## src/hdl/eod_pkg.sv

```systemverilog
// Shared types, step codes and calendar helpers for the Easter offset date core.
// No dependencies; imported by the controller, the datapath and the top level.
package eod_pkg;

  typedef logic [2:0] step_t;

  // Datapath step codes, issued one per cycle by the controller.
  localparam step_t STEP_NONE = 3'd0;
  localparam step_t STEP_CENT = 3'd1;  // century and year within century
  localparam step_t STEP_GOLD = 3'd2;  // golden number, century split, f, leap flag
  localparam step_t STEP_GCOR = 3'd3;  // g, c/4 and c%4
  localparam step_t STEP_EPCT = 3'd4;  // h (epact term)
  localparam step_t STEP_WDAY = 3'd5;  // l (weekday term)
  localparam step_t STEP_BASE = 3'd6;  // m and computus base
  localparam step_t STEP_ORD  = 3'd7;  // day of year plus offset, clamped
  localparam step_t STEP_LAST = STEP_ORD;

  typedef struct packed {
    logic  load;      // capture the input beat
    step_t step;      // computus step to perform
    logic  walk;      // advance the month walk by one month
    logic  out_load;  // move the finished date into the output register
  } eod_cmd_t;

  typedef struct packed {
    logic walk_done;  // day now falls inside the current month, or the month is December
  } eod_stat_t;

  // Month lengths in the Gregorian calendar.
  function automatic logic [4:0] month_len(input logic leap, input logic [3:0] mon);
    logic [4:0] len;
    case (mon)
      4'd2:    len = leap ? 5'd29 : 5'd28;
      4'd4,
      4'd6,
      4'd9,
      4'd11:   len = 5'd30;
      default: len = 5'd31;
    endcase
    return len;
  endfunction

endpackage

```

## src/hdl/easter_offset_date_core.sv

```systemverilog
// Easter offset date core: Gregorian Easter plus a signed day offset, as month and day.
// A beat is taken only when idle; the core then runs the seven computus steps and the
// month walk, which steps one month per cycle, and takes no new beat until the result
// is loaded into the output register, which waits while an earlier result is not taken.
// Reset (rst, synchronous, active high) clears the sequencer and out_valid only.
// Depends on eod_pkg, eod_ctrl and eod_dpath.
module easter_offset_date_core import eod_pkg::*; (
  input  logic               clk,
  input  logic               rst,
  input  logic               in_valid,
  output logic               in_ready,
  input  logic        [13:0] year,
  input  logic signed [6:0]  day_offset,
  output logic               out_valid,
  input  logic               out_ready,
  output logic        [3:0]  month,
  output logic        [4:0]  day
);

  // Command and status bundles between the sequencer and the datapath.
  eod_cmd_t  cmd;
  eod_stat_t stat;

  // Sequencer: accept a beat when idle, run the computus steps, walk the
  // months, then hold the result in the output register until taken. A new
  // beat may be accepted while the previous result still waits.
  eod_ctrl u_ctrl (
    .clk       (clk),
    .rst       (rst),
    .in_valid  (in_valid),
    .in_ready  (in_ready),
    .out_valid (out_valid),
    .out_ready (out_ready),
    .stat      (stat),
    .cmd       (cmd)
  );

  // Datapath: computus terms by reciprocal multiplies, day-of-year with the
  // offset, and the month walk that turns it back into month and day.
  eod_dpath u_dpath (
    .clk        (clk),
    .cmd        (cmd),
    .stat       (stat),
    .year       (year),
    .day_offset (day_offset),
    .month      (month),
    .day        (day)
  );

endmodule

```

## src/hdl/eod_ctrl.sv

```systemverilog
// Sequencer for the Easter offset date core: handshakes and step commands.
// Depends on eod_pkg.
module eod_ctrl import eod_pkg::*; (
  input  logic      clk,
  input  logic      rst,
  input  logic      in_valid,
  output logic      in_ready,
  output logic      out_valid,
  input  logic      out_ready,
  input  eod_stat_t stat,
  output eod_cmd_t  cmd
);

  localparam logic [1:0] ST_IDLE = 2'd0;
  localparam logic [1:0] ST_CALC = 2'd1;
  localparam logic [1:0] ST_WALK = 2'd2;

  logic [1:0] state;
  logic [1:0] state_next;
  step_t      step;
  step_t      step_next;
  logic       out_valid_next;
  logic       can_load;

  assign in_ready = (state == ST_IDLE);
  assign can_load = !out_valid || out_ready;

  always_comb begin
    state_next   = state;
    step_next    = step;
    cmd.load     = 1'b0;
    cmd.step     = STEP_NONE;
    cmd.walk     = 1'b0;
    cmd.out_load = 1'b0;
    case (state)
      ST_IDLE: begin
        if (in_valid) begin
          cmd.load   = 1'b1;
          state_next = ST_CALC;
          step_next  = STEP_CENT;
        end
      end
      ST_CALC: begin
        cmd.step = step;
        if (step == STEP_LAST) begin
          state_next = ST_WALK;
        end else begin
          step_next = step + step_t'(1);
        end
      end
      ST_WALK: begin
        if (!stat.walk_done) begin
          cmd.walk = 1'b1;
        end else if (can_load) begin
          cmd.out_load = 1'b1;
          state_next   = ST_IDLE;
        end
      end
      default: begin
        state_next = ST_IDLE;
      end
    endcase
  end

  always_comb begin
    out_valid_next = out_valid;
    if (cmd.out_load) begin
      out_valid_next = 1'b1;
    end else if (out_ready) begin
      out_valid_next = 1'b0;
    end
  end

  always_ff @(posedge clk) begin
    if (rst) begin
      state     <= ST_IDLE;
      step      <= STEP_NONE;
      out_valid <= 1'b0;
    end else begin
      state     <= state_next;
      step      <= step_next;
      out_valid <= out_valid_next;
    end
  end

endmodule

```

## src/hdl/eod_dpath.sv

```systemverilog
// Datapath for the Easter offset date core: computus terms and month walk.
// Depends on eod_pkg; driven by commands from eod_ctrl.
module eod_dpath import eod_pkg::*; (
  input  logic               clk,
  input  eod_cmd_t           cmd,
  output eod_stat_t          stat,
  input  logic        [13:0] year,
  input  logic signed [6:0]  day_offset,
  output logic        [3:0]  month,
  output logic        [4:0]  day
);

  logic        [13:0] yr;
  logic signed [6:0]  off;
  logic [7:0] b;
  logic [6:0] c;
  logic [4:0] a;
  logic [5:0] d;
  logic [1:0] e;
  logic [2:0] f;
  logic [5:0] g;
  logic [4:0] i;
  logic [1:0] k;
  logic [4:0] h;
  logic [2:0] l;
  logic [7:0] base;
  logic       leap;
  logic [8:0] ord;
  logic [3:0] mon;

  // Divisions by constants use reciprocal multiplies, exact over the value ranges.
  logic [26:0] p100;
  logic [7:0]  b_w;
  logic [6:0]  c_w;
  assign p100 = 27'(yr) * 27'd5243;
  assign b_w  = p100[26:19];
  assign c_w  = 7'(yr - 14'(b_w) * 14'd100);

  logic [29:0] p19;
  logic [9:0]  q19;
  logic [4:0]  a_w;
  assign p19 = 30'(yr) * 30'd55189;
  assign q19 = p19[29:20];
  assign a_w = 5'(yr - 14'(q19) * 14'd19);

  logic [8:0]  bf;
  logic [15:0] pf;
  assign bf = 9'(b) + 9'd8;
  assign pf = 16'(bf) * 16'd41;

  logic [8:0]  bg;
  logic [15:0] pg;
  assign bg = 9'(b) - 9'(f) + 9'd1;
  assign pg = 16'(bg) * 16'd171;

  logic [9:0]  hx;
  logic [19:0] ph;
  logic [4:0]  hq;
  logic [4:0]  h_w;
  assign hx  = 10'(a) * 10'd19 + 10'(b) - 10'(d) - 10'(g) + 10'd15;
  assign ph  = 20'(hx) * 20'd547;
  assign hq  = ph[18:14];
  assign h_w = 5'(hx - 10'(hq) * 10'd30);

  logic [6:0]  lx;
  logic [13:0] pl;
  logic [3:0]  lq;
  logic [2:0]  l_w;
  assign lx  = 7'd32 + 7'({e, 1'b0}) + 7'({i, 1'b0}) - 7'(h) - 7'(k);
  assign pl  = 14'(lx) * 14'd147;
  assign lq  = pl[13:10];
  assign l_w = 3'(lx - 7'(lq) * 7'd7);

  logic [8:0] mx;
  logic [7:0] base_w;
  assign mx     = 9'(a) + 9'(h) * 9'd11 + 9'(l) * 9'd22;
  assign base_w = 8'(h) + 8'(l) + 8'd114 - ((mx >= 9'd451) ? 8'd7 : 8'd0);

  // Easter falls in March or April; fold in the months before it and the offset.
  logic               em4;
  logic [4:0]         ed;
  logic [8:0]         pre;
  logic [8:0]         total;
  logic signed [10:0] ord_raw;
  logic [8:0]         ord_w;
  assign em4     = (base >= 8'd124);
  assign ed      = em4 ? 5'(base - 8'd123) : 5'(base - 8'd92);
  assign pre     = (em4 ? 9'd90 : 9'd59) + 9'(leap);
  assign total   = 9'd365 + 9'(leap);
  assign ord_raw = $signed({2'b00, pre}) + $signed({6'b000000, ed}) + 11'(off);

  always_comb begin
    if (ord_raw < 11'sd1) begin
      ord_w = 9'd1;
    end else if (ord_raw > $signed({2'b00, total})) begin
      ord_w = total;
    end else begin
      ord_w = ord_raw[8:0];
    end
  end

  logic [4:0] len;
  assign len            = month_len(leap, mon);
  assign stat.walk_done = !((ord > 9'(len)) && (mon < 4'd12));

  always_ff @(posedge clk) begin
    if (cmd.load) begin
      yr  <= year;
      off <= day_offset;
    end
    case (cmd.step)
      STEP_CENT: begin
        b <= b_w;
        c <= c_w;
      end
      STEP_GOLD: begin
        a    <= a_w;
        d    <= b[7:2];
        e    <= b[1:0];
        f    <= pf[12:10];
        leap <= (yr[1:0] == 2'd0) && ((c != 7'd0) || (b[1:0] == 2'd0));
      end
      STEP_GCOR: begin
        g <= pg[14:9];
        i <= c[6:2];
        k <= c[1:0];
      end
      STEP_EPCT: begin
        h <= h_w;
      end
      STEP_WDAY: begin
        l <= l_w;
      end
      STEP_BASE: begin
        base <= base_w;
      end
      STEP_ORD: begin
        ord <= ord_w;
        mon <= 4'd1;
      end
      default: begin
      end
    endcase
    if (cmd.walk) begin
      ord <= ord - 9'(len);
      mon <= mon + 4'd1;
    end
    if (cmd.out_load) begin
      month <= mon;
      day   <= ord[4:0];
    end
  end

endmodule
```

## config.mk

```make
export PLATFORM = sky130hd
export DESIGN_NAME = easter_offset_date_core
export DESIGN_NICKNAME = d
export VERILOG_FILES = /design/src/hdl/eod_pkg.sv /design/src/hdl/easter_offset_date_core.sv /design/src/hdl/eod_ctrl.sv /design/src/hdl/eod_dpath.sv
export SDC_FILE = /design/constraint.sdc
export NUM_CORES = 1
export LEC_CHECK = 0
export BUFFER_PORTS_ARGS = -buffer_cell sky130_fd_sc_hd__buf_2
export CORE_ASPECT_RATIO = 0.75
export CORE_MARGIN = 10
export CORE_UTILIZATION = 66
export DETAILED_ROUTE_END_ITERATION = 16
export PLACE_DENSITY_LB_ADDON = 0.15
export SYNTH_ARGS = -nofsm -noshare
export SYNTH_HDL_FRONTEND = slang
export SYNTH_SLANG_ARGS = --single-unit
```

## constraint.sdc

```tcl
create_clock -name clk -period 12.05 [get_ports clk]
set_input_delay 0 -clock clk [delete_from_list [all_inputs] [get_ports clk]]
set_output_delay 0 -clock clk [all_outputs]
set_load 0.05 [all_outputs]
```

==> flow_summary.ini <==
[run_status]
outcome = completed

[die]
die_x_um = 210
num_rows = 52
die_h_um = 163
initial_utilization_pct = 66.8
fp.coreArea_um2 = 26900
pin_count = 36
die_area_um2 = 34300

[synth]
synth_edf_count = 104
yosysWarnings = 0
ys_types = 72
yosysSeqAreaShare_pct = 18.1
synth.net_count = 2360
syn_inst = 1680
avgSynthCellArea_um2 = 10.7
ys_ff_latch = 110
synthesis.area_um2 = 17900
async_flop_share_pct = 0
synthFlopType = edfxtp_1

[cells_and_area]
drive_above_1_share_pct = 4.78
area_growth_pct = 7.05
diodes = 0
stdcell_area_um2 = 19200
final_nets = 2432

[sta]
worst_pin_slew_ns = 1.04
worst_clock_skew_ns = 0.00881
finalCritPeriodShare_pct = 73.8
setup_tns_ns = 0
fmax_ghz = 0.112
rsz0062_at_grt = false
slew_headroom_pct = 30.1
hold_viol = 0
setup_viol_count_final = 0
period_needed_ns = 8.90
slew_violations = 0

[cts]
clk_path_buf_depth = 2
numCtsBuffers = 9
cts-root-buf = clkbuf_16
cts_tree = built
cts_setup_buffers = 0
cts_max_level = 3
clk_latency_ns = 0.37
cts.sinks = 110
clk_pin_slew_ns = 0.08
cts_resized = 0

[setup_path]
r2r_end = u_dpath.h[4]$_DFFE_PN_
crit_fanout = 3
required_ns = 12.18
crit_top_cell = ha_1
cp-end-kind = flop
criticalPathCategory = reg -> reg
r2r_start = u_dpath.g[3]$_DFFE_PN_
start_kind = flop
cp_slowest_cell = fa_1
slowest_delay_ns = 0.59
r2r_cells = 36
rrSetupSlack_ns = 3.15
critPathArrivalTime_ns = 9.03

[routing]
viasPerCell = 5.53
post-route-drc-count = 0
routed_wl_um = 36600
wl_per_cell_um = 17.4
first_pass_iters = 5
num_vias = 11700
ant_nets = 0
drtIter0Drc = 630

[placement]
placed_area_um2 = 18600
io_buffers = 35
dp_hpwl_um = 31300
place_congestion = 0.941

[worst_hold_path]
holdPathEnd = u_ctrl.state[0]$_SDFFE_PP0P_
hold_path_class = in -> reg
min_delay_path_depth = 5
min_from = in_valid

[global_routing]
grt_usage_pct = 22.5
gr-total-overflow = 0
grt_pass1_wl_um = 61500
grt_max_degree = 22
first_global_vias = 12300
antenna_found_initial = 0

[flow_run]
max-cap-violations = 0
per-stage QoR:
step                      cells  hold WS, ns  setup WS (ns)  util (%)
after global routing       2108        0.166           2.60      71.5
after floorplan            1680       0.0691           3.71         -
final                      2108        0.153           3.15      71.5
after global placement     2069        0.176           3.40      69.3
after CTS                  2108        0.135           3.16      71.5
after detailed placement   2069        0.178           3.18      69.3
kinds of logic (layout without fill, tap and decap cells):
kind of cell,Yosys count,count (layout),share of synthesized area [%]
simple gates,164,164,4.84
buf+inv,436,513,9.13
flops,110,110,18.1
fa+ha+maj,655,655,54.2
compound gates,176,176,6.85
mux,7,7,0.397
xor+xnor,132,132,6.52
worst max path at each step:
stage	start	end	slack, ns	cells past startpoint
2_1_floorplan	u_dpath.g[3]$_DFFE_PN_	u_dpath.h[4]$_DFFE_PN_	3.71	36
3_3_place_gp	u_dpath.g[3]$_DFFE_PN_	u_dpath.h[4]$_DFFE_PN_	3.40	36
5_1_grt	u_dpath.d[3]$_DFFE_PN_	u_dpath.h[4]$_DFFE_PN_	2.60	36
3_5_place_dp	u_dpath.g[3]$_DFFE_PN_	u_dpath.h[4]$_DFFE_PN_	3.18	36
6_report	u_dpath.g[3]$_DFFE_PN_	u_dpath.h[4]$_DFFE_PN_	3.15	36
4_1_cts	u_dpath.g[3]$_DFFE_PN_	u_dpath.h[4]$_DFFE_PN_	3.16	36
cell usage in the layout (no fill, tap or decap), drive strengths merged, types with 7 or more instances in the layout:
| cell type | n |
|---|---|
| o21bai | 14 |
| xnor2 | 98 |
| nor4 | 7 |
| nand2 | 26 |
| nand2b | 13 |
| xor2 | 34 |
| clkbuf | 9 |
| o21a | 7 |
| a21o | 25 |
| o22ai | 7 |
| and2 | 7 |
| nor3 | 17 |
| o21ai | 24 |
| edfxtp | 104 |
| inv | 433 |
| nand3 | 13 |
| buf | 42 |
| a21oi | 57 |
| nor2 | 40 |
| nor2b | 7 |
| ha | 451 |
| dlygate4sd3 | 23 |
| fa | 204 |
what timing repair did:
item                                    4_1_cts  5_1_grt
hold endpoints to repair                     27        0
hold buffers                                 23        0
endpoints found under the setup margin        0        0
synth_stat cells (7+ instances only):
cell,number,area [µm²]
a21o_1,25,188
a21oi_1,57,285
and2_1,7,43.8
edfxtp_1,104,3120
fa_1,204,4080
ha_1,451,5640
inv_1,432,1620
nand2_1,26,97.6
nand2b_1,13,81.3
nand3_1,13,65.1
nor2_1,39,146
nor2b_1,7,43.8
nor3_1,17,85.1
nor4_1,7,43.8
o21a_1,7,52.6
o21ai_0,21,105
o21bai_1,14,105
xnor2_1,97,850
xor2_1,33,289
final cells by class:
class	count	area, µm²
multi-input combinational	1134	13100
fill	1982	7660
sequential	110	3240
inverter	432	1620
timing repair buffer	65	458
tap	351	439
clock buffer	9	225
clock inverter	7	133
state kept, by name, indices dropped and copies added (netlist names), 3 cells and up:
| signal | cells |
|---|---|
| u_dpath.d | 6 |
| u_dpath.l | 3 |
| u_dpath.ord | 9 |
| u_dpath.i | 5 |
| u_dpath.off | 7 |
| u_dpath.h | 5 |
| u_dpath.month | 4 |
| u_dpath.a | 5 |
| u_dpath.yr | 14 |
| u_dpath.base | 8 |
| u_dpath.day | 5 |
| u_dpath.f | 3 |
| u_dpath.c | 7 |
| u_dpath.g | 6 |
| u_dpath.b | 8 |
| u_ctrl.step | 3 |
| u_dpath.mon | 4 |
routing by layer:
metal / wire length, µm / global-route usage (%) / vias up / part of all wire [%]
li1: - / - / 5672 / -
met1: 17300 / 31.0 / 5684 / 47
met2: 16300 / 35.9 / 272 / 45
met3: 2550 / 5.21 / 31 / 7.0
met4: 453 / 4.14 / 0 / 1.2
met5: 0 / 0 / - / 0
worst max-delay path: cells and delay by family, from the launching register on:
family	cells	cell delay, ns
DFF	1	0.33
adders and majority gates	13	4.93
AOI/OAI and AO/OA	12	2.26
xor gates and xnor gates	5	0.78
buffers and inverters	5	0.26
and+or+nand+nor	1	0.13
Power is left out: the tool's default activity adds up to more than one toggle a clock period on the data nets, which glitch-free logic cannot reach.
